**src/sv/bsw_pkg.sv**
```systemverilog
// Shared types, constants and header byte table of the BMP stream writer.
package bsw_pkg;

    localparam int DIM_BITS_DEF = 14;
    localparam int CFG_ADDR_W   = 4;
    localparam int HDR_LEN      = 54;
    localparam int INFO_LEN     = 40;

    localparam logic [7:0] MAGIC_B  = 8'h42;
    localparam logic [7:0] MAGIC_M  = 8'h4D;
    localparam logic [5:0] HDR_LAST = 6'(HDR_LEN - 1);

    typedef enum logic [1:0] {
        REG_WIDTH  = 2'd0,
        REG_HEIGHT = 2'd1,
        REG_BPP    = 2'd2
    } bsw_reg_t;

    typedef enum logic [1:0] {
        PH_HEAD,
        PH_HDR,
        PH_PIX,
        PH_PAD
    } bsw_phase_t;

    // per-item control passed from front to back
    typedef struct packed {
        logic       hdr;
        logic [1:0] pad;
        logic       fend;
        logic [7:0] pix;
    } bsw_ctl_t;

    function automatic logic [7:0] hdr_byte(
        input logic [5:0]  idx,
        input logic [31:0] size,
        input logic [31:0] w,
        input logic [31:0] h,
        input logic [2:0]  bpp
    );
        logic [7:0] b;
        b = 8'h00;
        case (idx)
            6'd0:    b = MAGIC_B;
            6'd1:    b = MAGIC_M;
            6'd2:    b = size[7:0];
            6'd3:    b = size[15:8];
            6'd4:    b = size[23:16];
            6'd5:    b = size[31:24];
            6'd10:   b = 8'(HDR_LEN);
            6'd14:   b = 8'(INFO_LEN);
            6'd18:   b = w[7:0];
            6'd19:   b = w[15:8];
            6'd20:   b = w[23:16];
            6'd21:   b = w[31:24];
            6'd22:   b = h[7:0];
            6'd23:   b = h[15:8];
            6'd24:   b = h[23:16];
            6'd25:   b = h[31:24];
            6'd26:   b = 8'd1;
            6'd28:   b = {2'b00, bpp, 3'b000};
            default: b = 8'h00;
        endcase
        return b;
    endfunction

endpackage

```
**src/sv/bsw_if.sv**
```systemverilog
// Stream interfaces: pixel byte input and file byte output.
interface bsw_pix_if;
    logic       valid;
    logic       ready;
    logic [7:0] pixel_byte;

    modport source (output valid, output pixel_byte, input ready);
    modport sink   (input valid, input pixel_byte, output ready);
endinterface

interface bsw_file_if;
    logic       valid;
    logic       ready;
    logic [7:0] file_byte;
    logic       last_of_run;
    logic       frame_done;

    modport source (output valid, output file_byte, output last_of_run,
                    output frame_done, input ready);
    modport sink   (input valid, input file_byte, input last_of_run,
                    input frame_done, output ready);
endinterface

```
**src/sv/bmp_stream_writer_top.sv**
```systemverilog
// BMP stream writer top level: APB registers, front end, queue and back end.
// Pixel bytes go in, BMP file bytes come out at up to one byte per cycle.
// An input transfer that only passes a pixel byte yields one output byte; the
// first transfer of a frame yields 55 bytes (54 header bytes plus the pixel),
// and a row's last byte adds up to 3 pad bytes. The output byte rate is set by
// the back end, which emits one byte per cycle, unless the output is stalled,
// into a one-stage output register; a two-entry queue lets the front end
// take one more transfer while the back end works through a header or
// padding, after which input stalls until that entry is done. Program width,
// height and bytes per pixel only while the stream is idle.
module bmp_stream_writer_top #(
    parameter int DIM_BITS = bsw_pkg::DIM_BITS_DEF
) (
    input  logic                           clk,
    input  logic                           rst_n,
    input  logic                           psel,
    input  logic                           penable,
    input  logic                           pwrite,
    input  logic [bsw_pkg::CFG_ADDR_W-1:0] paddr,
    input  logic [31:0]                    pwdata,
    output logic [31:0]                    prdata,
    output logic                           pready,
    bsw_pix_if.sink                        pix_in,
    bsw_file_if.source                     file_out
);
    import bsw_pkg::*;

    localparam int DIM_W = 3 * DIM_BITS + 5;
    localparam int CTL_W = $bits(bsw_ctl_t);
    localparam int Q_W   = CTL_W + DIM_W;

    logic [DIM_BITS-1:0] image_width;
    logic [DIM_BITS-1:0] image_height;
    logic [2:0]          bytes_per_pixel;

    logic                push_valid;
    logic                push_ready;
    bsw_ctl_t            push_ctl;
    logic [DIM_W-1:0]    push_dim;
    logic                pop_valid;
    logic                pop_ready;
    bsw_ctl_t            pop_ctl;
    logic [DIM_W-1:0]    pop_dim;
    logic [Q_W-1:0]      pop_data;

    bsw_cfg #(
        .DIM_BITS (DIM_BITS)
    ) u_cfg (
        .clk             (clk),
        .rst_n           (rst_n),
        .psel            (psel),
        .penable         (penable),
        .pwrite          (pwrite),
        .paddr           (paddr),
        .pwdata          (pwdata),
        .prdata          (prdata),
        .pready          (pready),
        .image_width     (image_width),
        .image_height    (image_height),
        .bytes_per_pixel (bytes_per_pixel)
    );

    bsw_front #(
        .DIM_BITS (DIM_BITS),
        .DIM_W    (DIM_W)
    ) u_front (
        .clk             (clk),
        .rst_n           (rst_n),
        .pix             (pix_in),
        .image_width     (image_width),
        .image_height    (image_height),
        .bytes_per_pixel (bytes_per_pixel),
        .push_valid      (push_valid),
        .push_ready      (push_ready),
        .push_ctl        (push_ctl),
        .push_dim        (push_dim)
    );

    bsw_queue #(
        .WIDTH (Q_W)
    ) u_queue (
        .clk        (clk),
        .rst_n      (rst_n),
        .push_valid (push_valid),
        .push_ready (push_ready),
        .push_data  ({push_ctl, push_dim}),
        .pop_valid  (pop_valid),
        .pop_ready  (pop_ready),
        .pop_data   (pop_data)
    );

    assign pop_ctl = bsw_ctl_t'(pop_data[Q_W-1:DIM_W]);
    assign pop_dim = pop_data[DIM_W-1:0];

    bsw_back #(
        .DIM_BITS (DIM_BITS),
        .DIM_W    (DIM_W)
    ) u_back (
        .clk       (clk),
        .rst_n     (rst_n),
        .pop_valid (pop_valid),
        .pop_ready (pop_ready),
        .pop_ctl   (pop_ctl),
        .pop_dim   (pop_dim),
        .file      (file_out)
    );

endmodule

```
**src/sv/bsw_cfg.sv**
```systemverilog
// APB configuration registers: image width, height and bytes per pixel.
module bsw_cfg #(
    parameter int DIM_BITS = bsw_pkg::DIM_BITS_DEF
) (
    input  logic                          clk,
    input  logic                          rst_n,
    input  logic                          psel,
    input  logic                          penable,
    input  logic                          pwrite,
    input  logic [bsw_pkg::CFG_ADDR_W-1:0] paddr,
    input  logic [31:0]                   pwdata,
    output logic [31:0]                   prdata,
    output logic                          pready,
    output logic [DIM_BITS-1:0]           image_width,
    output logic [DIM_BITS-1:0]           image_height,
    output logic [2:0]                    bytes_per_pixel
);
    import bsw_pkg::*;

    logic [DIM_BITS-1:0] width_reg;
    logic [DIM_BITS-1:0] height_reg;
    logic [2:0]          bpp_reg;
    logic                wr_en;
    bsw_reg_t            reg_sel;

    assign pready  = 1'b1;
    assign wr_en   = psel && penable && pwrite;
    assign reg_sel = bsw_reg_t'(paddr[3:2]);

    always_ff @(posedge clk or negedge rst_n)
    begin
        if (!rst_n)
        begin
            width_reg  <= DIM_BITS'(1);
            height_reg <= DIM_BITS'(1);
            bpp_reg    <= 3'd3;
        end
        else if (wr_en)
        begin
            case (reg_sel)
                REG_WIDTH:  width_reg  <= pwdata[DIM_BITS-1:0];
                REG_HEIGHT: height_reg <= pwdata[DIM_BITS-1:0];
                REG_BPP:    bpp_reg    <= pwdata[2:0];
                default:    ;
            endcase
        end
    end

    always_comb
    begin
        case (reg_sel)
            REG_WIDTH:  prdata = 32'(width_reg);
            REG_HEIGHT: prdata = 32'(height_reg);
            REG_BPP:    prdata = 32'(bpp_reg);
            default:    prdata = 32'd0;
        endcase
    end

    assign image_width     = width_reg;
    assign image_height    = height_reg;
    assign bytes_per_pixel = bpp_reg;

endmodule

```
**src/sv/bsw_front.sv**
```systemverilog
// Front end: accepts pixel bytes, tracks row/frame position, classifies each transfer.
module bsw_front #(
    parameter int DIM_BITS = bsw_pkg::DIM_BITS_DEF,
    parameter int DIM_W    = 3 * DIM_BITS + 5
) (
    input  logic                 clk,
    input  logic                 rst_n,
    bsw_pix_if.sink              pix,
    input  logic [DIM_BITS-1:0]  image_width,
    input  logic [DIM_BITS-1:0]  image_height,
    input  logic [2:0]           bytes_per_pixel,
    output logic                 push_valid,
    input  logic                 push_ready,
    output bsw_pkg::bsw_ctl_t    push_ctl,
    output logic [DIM_W-1:0]     push_dim
);
    import bsw_pkg::*;

    localparam int RL_W = DIM_BITS + 2;

    logic                hdr_done_reg;
    logic                hdr_done_next;
    logic [RL_W-1:0]     rbc_reg;
    logic [RL_W-1:0]     rbc_next;
    logic [DIM_BITS-1:0] rc_reg;
    logic [DIM_BITS-1:0] rc_next;

    logic [DIM_BITS-1:0] eff_w;
    logic [DIM_BITS-1:0] eff_h;
    logic [2:0]          eff_b;
    logic [RL_W:0]       prod_full;
    logic [RL_W-1:0]     row_len;
    logic [RL_W-1:0]     pad_sum;
    logic [RL_W-1:0]     padded;
    logic [RL_W-1:0]     cnt_inc;
    logic [DIM_BITS:0]   rows_inc;
    logic                row_end;
    logic                frame_end;
    logic                accept;

    assign eff_w = (image_width == '0) ? DIM_BITS'(1) : image_width;
    assign eff_h = (image_height == '0) ? DIM_BITS'(1) : image_height;

    always_comb
    begin
        if (bytes_per_pixel == 3'd0)
            eff_b = 3'd1;
        else if (bytes_per_pixel > 3'd4)
            eff_b = 3'd4;
        else
            eff_b = bytes_per_pixel;
    end

    assign prod_full = (RL_W + 1)'(eff_w) * (RL_W + 1)'(eff_b);
    assign row_len   = prod_full[RL_W-1:0];
    assign pad_sum   = row_len + RL_W'(3);
    assign padded    = {pad_sum[RL_W-1:2], 2'b00};

    assign cnt_inc   = rbc_reg + RL_W'(1);
    assign rows_inc  = {1'b0, rc_reg} + (DIM_BITS + 1)'(1);
    assign row_end   = (cnt_inc >= row_len);
    assign frame_end = row_end && (rows_inc >= {1'b0, eff_h});

    assign accept     = pix.valid && push_ready;
    assign pix.ready  = push_ready;
    assign push_valid = pix.valid;

    always_comb
    begin
        push_ctl.hdr  = !hdr_done_reg;
        push_ctl.pad  = row_end ? (2'b00 - row_len[1:0]) : 2'b00;
        push_ctl.fend = frame_end;
        push_ctl.pix  = pix.pixel_byte;
    end

    assign push_dim = {eff_w, eff_h, eff_b, padded};

    always_comb
    begin
        hdr_done_next = hdr_done_reg;
        rbc_next      = rbc_reg;
        rc_next       = rc_reg;
        if (accept)
        begin
            hdr_done_next = !frame_end;
            rbc_next      = row_end ? '0 : cnt_inc;
            if (frame_end)
                rc_next = '0;
            else if (row_end)
                rc_next = rows_inc[DIM_BITS-1:0];
        end
    end

    always_ff @(posedge clk or negedge rst_n)
    begin
        if (!rst_n)
        begin
            hdr_done_reg <= 1'b0;
            rbc_reg      <= '0;
            rc_reg       <= '0;
        end
        else
        begin
            hdr_done_reg <= hdr_done_next;
            rbc_reg      <= rbc_next;
            rc_reg       <= rc_next;
        end
    end

endmodule

```
**src/sv/bsw_queue.sv**
```systemverilog
// Two-entry queue between front end and back end.
module bsw_queue #(
    parameter int WIDTH = 8
) (
    input  logic             clk,
    input  logic             rst_n,
    input  logic             push_valid,
    output logic             push_ready,
    input  logic [WIDTH-1:0] push_data,
    output logic             pop_valid,
    input  logic             pop_ready,
    output logic [WIDTH-1:0] pop_data
);
    localparam int DEPTH = 2;
    localparam int PTR_W = $clog2(DEPTH);
    localparam int CNT_W = $clog2(DEPTH + 1);

    logic [WIDTH-1:0] mem_reg [DEPTH];
    logic [PTR_W-1:0] wr_ptr_reg;
    logic [PTR_W-1:0] rd_ptr_reg;
    logic [CNT_W-1:0] count_reg;
    logic [CNT_W-1:0] count_next;
    logic             do_push;
    logic             do_pop;

    assign push_ready = (count_reg != CNT_W'(DEPTH));
    assign pop_valid  = (count_reg != '0);
    assign pop_data   = mem_reg[rd_ptr_reg];
    assign do_push    = push_valid && push_ready;
    assign do_pop     = pop_valid && pop_ready;

    always_comb
    begin
        count_next = count_reg;
        if (do_push && !do_pop)
            count_next = count_reg + CNT_W'(1);
        else if (do_pop && !do_push)
            count_next = count_reg - CNT_W'(1);
    end

    always_ff @(posedge clk)
    begin
        if (do_push)
            mem_reg[wr_ptr_reg] <= push_data;
    end

    always_ff @(posedge clk or negedge rst_n)
    begin
        if (!rst_n)
        begin
            wr_ptr_reg <= '0;
            rd_ptr_reg <= '0;
            count_reg  <= '0;
        end
        else
        begin
            if (do_push)
                wr_ptr_reg <= wr_ptr_reg + PTR_W'(1);
            if (do_pop)
                rd_ptr_reg <= rd_ptr_reg + PTR_W'(1);
            count_reg <= count_next;
        end
    end

endmodule

```
**src/sv/bsw_back.sv**
```systemverilog
// Back end: expands each queued entry into header, pixel and pad bytes.
module bsw_back #(
    parameter int DIM_BITS = bsw_pkg::DIM_BITS_DEF,
    parameter int DIM_W    = 3 * DIM_BITS + 5
) (
    input  logic              clk,
    input  logic              rst_n,
    input  logic              pop_valid,
    output logic              pop_ready,
    input  bsw_pkg::bsw_ctl_t pop_ctl,
    input  logic [DIM_W-1:0]  pop_dim,
    bsw_file_if.source        file
);
    import bsw_pkg::*;

    localparam int RL_W   = DIM_BITS + 2;
    localparam int PROD_W = RL_W + DIM_BITS;

    logic [DIM_BITS-1:0] hd_w;
    logic [DIM_BITS-1:0] hd_h;
    logic [2:0]          hd_b;
    logic [RL_W-1:0]     hd_padded;

    bsw_phase_t          phase_reg;
    bsw_phase_t          phase_next;
    logic [5:0]          idx_reg;
    logic [5:0]          idx_next;
    logic [1:0]          pad_left_reg;
    logic [1:0]          pad_left_next;
    logic [PROD_W-1:0]   prod_reg;
    logic [31:0]         size_reg;

    logic                out_valid_reg;
    logic [7:0]          out_byte_reg;
    logic                out_last_reg;
    logic                out_fdone_reg;

    logic                advance;
    logic [7:0]          emit_byte;
    logic                emit_last;

    assign {hd_w, hd_h, hd_b, hd_padded} = pop_dim;

    assign advance   = pop_valid && (!out_valid_reg || file.ready);
    assign pop_ready = advance && emit_last;

    // file size pipeline through prod_reg and size_reg; settles before the header's size bytes are emitted
    always_ff @(posedge clk)
    begin
        prod_reg <= PROD_W'(hd_padded) * PROD_W'(hd_h);
        size_reg <= 32'(prod_reg) + 32'(HDR_LEN);
    end

    always_comb
    begin
        phase_next    = phase_reg;
        idx_next      = idx_reg;
        pad_left_next = pad_left_reg;
        emit_byte     = pop_ctl.pix;
        emit_last     = 1'b0;
        case (phase_reg)
            PH_HEAD:
            begin
                if (pop_ctl.hdr)
                begin
                    emit_byte  = hdr_byte(6'd0, size_reg, 32'(hd_w), 32'(hd_h), hd_b);
                    phase_next = PH_HDR;
                    idx_next   = 6'd1;
                end
                else if (pop_ctl.pad == 2'd0)
                begin
                    emit_last = 1'b1;
                end
                else
                begin
                    phase_next    = PH_PAD;
                    pad_left_next = pop_ctl.pad;
                end
            end
            PH_HDR:
            begin
                emit_byte = hdr_byte(idx_reg, size_reg, 32'(hd_w), 32'(hd_h), hd_b);
                idx_next  = idx_reg + 6'd1;
                if (idx_reg == HDR_LAST)
                    phase_next = PH_PIX;
            end
            PH_PIX:
            begin
                if (pop_ctl.pad == 2'd0)
                begin
                    emit_last  = 1'b1;
                    phase_next = PH_HEAD;
                end
                else
                begin
                    phase_next    = PH_PAD;
                    pad_left_next = pop_ctl.pad;
                end
            end
            PH_PAD:
            begin
                emit_byte     = 8'h00;
                pad_left_next = pad_left_reg - 2'd1;
                if (pad_left_reg == 2'd1)
                begin
                    emit_last  = 1'b1;
                    phase_next = PH_HEAD;
                end
            end
            default:
            begin
                phase_next = PH_HEAD;
            end
        endcase
    end

    always_ff @(posedge clk or negedge rst_n)
    begin
        if (!rst_n)
        begin
            phase_reg     <= PH_HEAD;
            idx_reg       <= '0;
            pad_left_reg  <= '0;
            out_valid_reg <= 1'b0;
        end
        else
        begin
            if (advance)
            begin
                phase_reg     <= phase_next;
                idx_reg       <= idx_next;
                pad_left_reg  <= pad_left_next;
                out_valid_reg <= 1'b1;
            end
            else if (file.ready)
            begin
                out_valid_reg <= 1'b0;
            end
        end
    end

    always_ff @(posedge clk)
    begin
        if (advance)
        begin
            out_byte_reg  <= emit_byte;
            out_last_reg  <= emit_last;
            out_fdone_reg <= emit_last && pop_ctl.fend;
        end
    end

    assign file.valid       = out_valid_reg;
    assign file.file_byte   = out_byte_reg;
    assign file.last_of_run = out_last_reg;
    assign file.frame_done  = out_fdone_reg;

endmodule
```
**src/flat_wrapper.sv**
```systemverilog
// flat-port wrapper written by rule: the top's interface ports become plain ports
module bmp_stream_writer_top_flat import bsw_pkg::*;
#(
    parameter int DIM_BITS = bsw_pkg::DIM_BITS_DEF
)
  (clk, rst_n, psel, penable, pwrite, paddr, pwdata, prdata, pready, pix_in_valid, pix_in_pixel_byte, pix_in_ready, file_out_valid, file_out_file_byte, file_out_last_of_run, file_out_frame_done, file_out_ready);
  bsw_pix_if pix_in_i ();
  bsw_file_if file_out_i ();
  input  logic clk;
  input  logic rst_n;
  input  logic psel;
  input  logic penable;
  input  logic pwrite;
  input  logic [bsw_pkg::CFG_ADDR_W-1:0] paddr;
  input  logic [31:0] pwdata;
  output logic [31:0] prdata;
  output logic pready;
  input wire logic [$bits(pix_in_i.valid)-1:0] pix_in_valid;
  input wire logic [$bits(pix_in_i.pixel_byte)-1:0] pix_in_pixel_byte;
  output wire logic [$bits(pix_in_i.ready)-1:0] pix_in_ready;
  output wire logic [$bits(file_out_i.valid)-1:0] file_out_valid;
  output wire logic [$bits(file_out_i.file_byte)-1:0] file_out_file_byte;
  output wire logic [$bits(file_out_i.last_of_run)-1:0] file_out_last_of_run;
  output wire logic [$bits(file_out_i.frame_done)-1:0] file_out_frame_done;
  input wire logic [$bits(file_out_i.ready)-1:0] file_out_ready;
  assign pix_in_i.valid = pix_in_valid;
  assign pix_in_i.pixel_byte = pix_in_pixel_byte;
  assign pix_in_ready = pix_in_i.ready;
  assign file_out_valid = file_out_i.valid;
  assign file_out_file_byte = file_out_i.file_byte;
  assign file_out_last_of_run = file_out_i.last_of_run;
  assign file_out_frame_done = file_out_i.frame_done;
  assign file_out_i.ready = file_out_ready;
  bmp_stream_writer_top #(.DIM_BITS(DIM_BITS)) u_core (.clk(clk), .rst_n(rst_n), .psel(psel), .penable(penable), .pwrite(pwrite), .paddr(paddr), .pwdata(pwdata), .prdata(prdata), .pready(pready), .pix_in(pix_in_i), .file_out(file_out_i));
endmodule
```
**config.mk**
```make
export PLATFORM = sky130hd
export DESIGN_NAME = bmp_stream_writer_top_flat
export DESIGN_NICKNAME = d
export VERILOG_FILES = /design/src/sv/bsw_pkg.sv /design/src/sv/bsw_if.sv /design/src/sv/bmp_stream_writer_top.sv /design/src/sv/bsw_cfg.sv /design/src/sv/bsw_front.sv /design/src/sv/bsw_queue.sv /design/src/sv/bsw_back.sv /design/src/flat_wrapper.sv
export SDC_FILE = /design/constraint.sdc
export NUM_CORES = 1
export LEC_CHECK = 0
export BUFFER_PORTS_ARGS = -buffer_cell sky130_fd_sc_hd__buf_4
export CELL_PAD_IN_SITES_DETAIL_PLACEMENT = 0
export CELL_PAD_IN_SITES_GLOBAL_PLACEMENT = 2
export CORE_MARGIN = 1
export CORE_UTILIZATION = 44
export DETAILED_ROUTE_END_ITERATION = 6
export PLACE_DENSITY_LB_ADDON = 0.1
export SETUP_SLACK_MARGIN = 0.4
export SLEW_MARGIN = 10
export SYNTH_ARGS = -nofsm -noshare
export SYNTH_HDL_FRONTEND = slang
export SYNTH_SLANG_ARGS = --single-unit
export TNS_END_PERCENT = 30
```
**constraint.sdc**
```tcl
create_clock -name clk -period 14.6 [get_ports clk]
set_input_delay 1.46 -clock clk [delete_from_list [all_inputs] [get_ports clk]]
set_output_delay 1.46 -clock clk [all_outputs]
set_load 0.02 [all_outputs]
```
### Word level (Yosys, flattened, before mapping)

Memory sizes are Yosys's and may differ from the RTL's.
Cells that the tools add are included.

* bits in registers: 148
* latch bits: 0
* RAM bits: 114
* memory bits (read-only): 0
* memories: 1

Memory list
* u_core.u_queue.mem_reg: depth 2, width 57, rd ports 1, clocked after memory_dff 0, write ports 1, RTL line bsw_queue.sv:18 `logic [WIDTH-1:0] mem_reg [DEPTH];`

* add/subtract/negate cells: 11
* multiply operators: 2
* divide/modulo/power cells: 0
* order comparisons: 3
* eq/ne operators: 26
* shift-type cells: 0
* mux-type cells: 33
* bitwise operators: 0
* reduce and logical (&&, ||, !) cells: 36

Operator list (count)
* one-hot mux 8 bit (14 select lines): 1
* 2-to-1 mux 14 bit: 4
* one-hot mux 14 bit (3 select lines): 1
* equality test 6 x 5 -> 1 bit (second input constant): 6
* adder 30 x 6 -> 31 bit (second input constant): 1
* multiplier 16 x 14 -> 30 bit: 1
* zero test 14 bit: 2
* one-hot mux 8 bit (3 select lines): 1
* 2-to-1 mux 2 bit: 10
* adder 16 x 1 -> 16 bit (second input constant): 1
* adder 16 x 2 -> 16 bit (second input constant): 1
* greater-or-equal comparator 16 bit: 1
* multiplier 14 x 3 -> 16 bit: 1
* 2-to-1 mux 16 bit: 1
* adder 14 x 1 -> 15 bit (second input constant): 1
* greater-or-equal comparator 15 x 14 -> 1 bit: 1
* equality test 6 x 2 -> 1 bit (second input constant): 2
* equality test 6 x 3 -> 1 bit (second input constant): 2
* equality test 6 x 4 -> 1 bit (second input constant): 2
* one-hot mux 6 bit (2 select lines): 1
* logical AND 1 bit: 10
* nonzero test 2 bit: 5
* 2-to-1 mux 8 bit: 1
* inequality test 2 bit (second input constant): 4
* 27 further kinds: 50

### Logic depth before layout (Yosys ltp)

An unclocked memory read counts as a cell.

* word-level depth: 10
* gate-level depth with buffers: 28
* gate-level depth less buffers: 23

### Modules after synthesis

From an unflattened synthesis, not the netlist that was laid out.

* cells, all modules: 2127
* area total of the unflattened synthesis: 21630.7 sq um

By module, submodules not included
* bsw_back: times used 1, cells an instance 1237, area an instance 11004.3 sq um, seq. area each 1796.7 sq um
* bsw_queue: times used 1, cells an instance 202, area an instance 4754.6 sq um, seq. area each 3643.5 sq um
* bsw_front: times used 1, cells an instance 562, area an instance 4262.8 sq um, seq. area each 775.7 sq um
* bsw_cfg: times used 1, cells an instance 126, area an instance 1609.0 sq um, seq. area each 780.7 sq um

### Least setup slack after synthesis

No wires, ideal clock.

* path type: register to register
* start point: register u_core.u_queue.rd_ptr_reg
* end point: register u_core.u_back.prod_reg[28]
* library setup time: 0.072 ns
* arrival: 7.459 ns
* path slack: 7.069 ns
* stages on the path, launching flop included: 29
* buffers on the path: 5
* cells stage by stage: dfrtp_1 -> buf_2 -> buf_1 -> buf_2 -> buf_2 -> mux2i_1 -> nor2_1 -> fa_1 -> inv_1 -> fa_1 -> inv_1 -> fa_1 -> inv_1 -> fa_1 -> inv_1 -> fa_1 -> inv_1 -> fa_1 -> inv_1 -> ha_1 -> clkbuf_1 -> o21ai_0 -> a211oi_1 -> a211oi_1 -> o41ai_1 -> a21o_1 -> a211oi_1 -> a21oi_1 -> xor2_1

* longest elaborated chain between the ends: 2

RTL lines
* start: declaration: RTL line bsw_queue.sv:20 `logic [PTR_W-1:0] rd_ptr_reg;`
* start signal: assignment: RTL line bsw_queue.sv:60 `rd_ptr_reg <= rd_ptr_reg + PTR_W'(1);`
* memory read (2 x 57 bit)
* multiplier 16 x 14 -> 30 bit: RTL line bsw_back.sv:50 `prod_reg <= PROD_W'(hd_padded) * PROD_W'(hd_h);`
* end signal: assignment: RTL line bsw_back.sv:50
* end: declaration: RTL line bsw_back.sv:30 `logic [PROD_W-1:0] prod_reg;`

Every way passes these cells.
A chain may end at the register's enable or synchronous reset.

### Worst setup path after layout

Same ends and word-level chain as after synthesis.

==> metrics.md <==
| Metric | Value |
|---|---|
| Yosys warning count | `0` |
| Clk Latency, worst-skew pair | `about 0.57 ns` |
| Crit path required time | `approximately 15 ns` |
| Final #Nets | `roughly 2300` |
| Share of cells above drive strength 1 | `0.108` |
| Status | `complete, no violations` |
| Worst-case clock buffer depth | `3` |
| Asr flop ratio synth | `0.298` |
| Worst Clk Skew | `about 0.014 ns` |
| Root Buffer | `clkbuf_16` |
| Max_slew headroom | `0.242` |
| Critical Setup Path Class | `reg -> reg` |
| Crit-path max FO | `38` |
| Max Cap Viol | `0` |
| H-tree level count | `1` |
| First-pass DRT Iterations | `5` |
| I/O Buffers | `56` |
| # IOs | `between 90 and 100` |
| Core area | `between 0.04 and 0.05 mm^2` |
| Pin count of the biggest net entering global routing | `66` |
| Post-CTS sizing | `0` |
| Hold slack | `about 0.42 ns` |
| Hold Path Class | `reg -> reg` |
| Mapped Avg Cell Area | `9.99 um^2` |
| Routed len/inst | `20.1 um` |
| Starting density of the core | `0.450` |
| Cell taking the most area after synthesis | `edfxtp_1` |
| Pre-CTS WS | `6.27 ns` |
| Clock sink count | `between 200 and 300` |
| Full die area | `around 0.045 mm^2` |
| DR iter-0 viols | `811` |
| Area contributors post-synth | `edfxtp_1, fa_1, dfrtp_1` |
| # rows | `76` |
| Clock transition at path regs | `around 0.060 ns` |
| Synth Cell Area | `slightly below 0.02 mm^2` |
| First-pass GRT wire length | `81500 um` |
| Synth top area share | `0.191` |
| Distinct cell type count after synthesis | `69` |
| Via density | `about 5.3` |
| Final wirelength | `52100 um` |
| Die Wd | `213 um` |
| Critical path capture point type | `flop` |
| Vias | `between 10000 and 15000` |
| Antenna violations before repair | `0` |
| CTS Hold Bufs | `0` |
| FF+latch count, synth | `258` |
| Vias in the first global route | `14100` |
| Fin crit share | `0.574` |
| Fin crit period | `around 8.4 ns` |
| Inserted Diodes | `0` |
| DRC viols | `0` |
| Max reg flops | `between 100 and 150` |
| Max Slew Vio Count | `0` |
| Top achievable clock speed | `between 100 and 150 MHz` |
| Nature of the critical path startpoint | `flop` |
| Final Hold Fails | `0` |
| Design area | `around 0.021 mm^2` |
| GRT Total Usage | `0.240` |
| Post-DP HPWL | `39500 um` |
| Gpl congestion | `approximately 0.86` |
| Num CTS Buffers | `27` |
| Most instantiated cells after synthesis | `inv_1, nand2_1, nor2_1, fa_1, ha_1` |
| Area Overhead vs Synth | `10.2%` |
| Synth Flop Type | `edfxtp_1` |
| Most common cell in the synthesized netlist | `inv_1` |
| Slew of the pin with the lowest slew margin | `roughly 1.1 ns` |
| Placed Area | `approximately 0.021 mm^2` |
| Mapped Cells | `1952` |
| Height of the die | `213 um` |
| TritonCTS clock tree | `yes` |
| GRT overflow | `0` |
| Sequential share of the synthesized area | `0.348` |
| Number of post-CTS setup repair buffers | `0` |
| TNS Setup | `0 ns` |
| # setup viols final | `0` |
| Routed Antenna Nets | `0` |
| EDFF count, synth | `124` |
| Crit path DAT | `8.87 ns` |
| Final worst setup slack | `about 6.2 ns` |
| RSZ-0062 raised after global routing | `false` |
[cells by family (layout without fill, tap and decap cells)]
family / Yosys count / in the layout / synth area share
AND/OR/NAND/NOR: 581 / 581 / 0.134
buffers and inverters: 341 / 380 / 0.0698
adder cells (fa/ha/maj): 300 / 300 / 0.252
flip-flops: 258 / 258 / 0.348
AO/OA/AOI/OAI: 236 / 236 / 0.0796
multiplexers: 121 / 121 / 0.0657
XOR/XNOR: 113 / 113 / 0.0507
other: 2 / 19 / 0.000385
[layer usage]
| metal | up-vias | track usage | wire, um |
|---|---|---|---|
| met5 | - | 0 | 0 |
| met4 | 0 | 0.0722 | 1450 |
| met3 | 71 | 0.0295 | 2460 |
| met2 | 335 | 0.405 | 25000 |
| met1 | 6898 | 0.321 | 23200 |
| li1 | 6553 | - | - |
[layout by cell type (no fill, tap or decap), drive strengths merged, types with 27 or more instances in the layout]
cell	instances
mux2	56
clkbuf	42
o21ai	57
buf	88
xor2	42
a21oi	51
dfrtp	73
inv	243
edfxtp	124
fa	154
dfxtp	57
nand2	231
nor2	173
nor3	27
mux2i	65
ha	146
nand3	35
xnor2	71
[through the flow]
| step | utilization | instances |
|---|---|---|
| floorplan | - | 1969 |
| global placement | 0.474 | 2543 |
| detailed placement | 0.474 | 2543 |
| CTS | 0.496 | 2593 |
| global route | 0.496 | 2593 |
| finish | 0.496 | 2593 |
[final cells by class]
| class | instances | area, um^2 |
|---|---|---|
| flip-flops and latches | 258 | 6800 |
| fillers | 4142 | 21900 |
| inverters | 242 | 908 |
| well taps | 585 | 732 |
| clock inverters | 8 | 111 |
| multi-input cells | 1370 | 11400 |
| clock buffers | 42 | 856 |
| repair buffers | 88 | 661 |
[critical path, cell delays in order (launching register included)]
cell	delay (ns)
dfrtp_4	0.59
buf_4	0.55
buf_4	0.50
mux2i_1	0.62
nor2_1	0.12
fa_1	0.50
inv_1	0.08
fa_1	0.55
inv_1	0.07
fa_1	0.50
inv_1	0.05
fa_1	0.48
inv_1	0.06
fa_1	0.54
inv_1	0.06
fa_1	0.56
inv_1	0.05
ha_1	0.44
o21ai_0	0.20
a211oi_1	0.29
a211oi_1	0.17
o41ai_1	0.60
a21o_1	0.23
a211oi_1	0.11
a21oi_1	0.19
xor2_1	0.15
[path summary, 6_finish.rpt]
| path | start | slack [ns] | to | depth (start not counted) |
|---|---|---|---|---|
| worst max-delay path | u_core.u_queue.rd_ptr_reg$_DFFE_PN0P_ | 6.23 | u_core.u_back.prod_reg[28]$_DFF_P_ | 25 |
| worst min-delay path | u_core.u_back.prod_reg[2]$_DFF_P_ | 0.42 | u_core.u_back.size_reg[2]$_DFF_P_ | 1 |
| worst max register to register | u_core.u_queue.rd_ptr_reg$_DFFE_PN0P_ | 6.23 | u_core.u_back.prod_reg[28]$_DFF_P_ | 25 |
| worst min register to register | u_core.u_back.prod_reg[2]$_DFF_P_ | 0.42 | u_core.u_back.size_reg[2]$_DFF_P_ | 1 |
| max in group asynchronous | rst_n | 12.71 | u_core.u_front.rbc_reg[14]$_DFFE_PN0P_ | 2 |
| min in group asynchronous | rst_n | 0.75 | u_core.u_back.file.valid$_DFFE_PN0P_ | 1 |
Power is not shown: default switching activity piles up to over one toggle a cycle in this logic, so the estimate is an artifact.
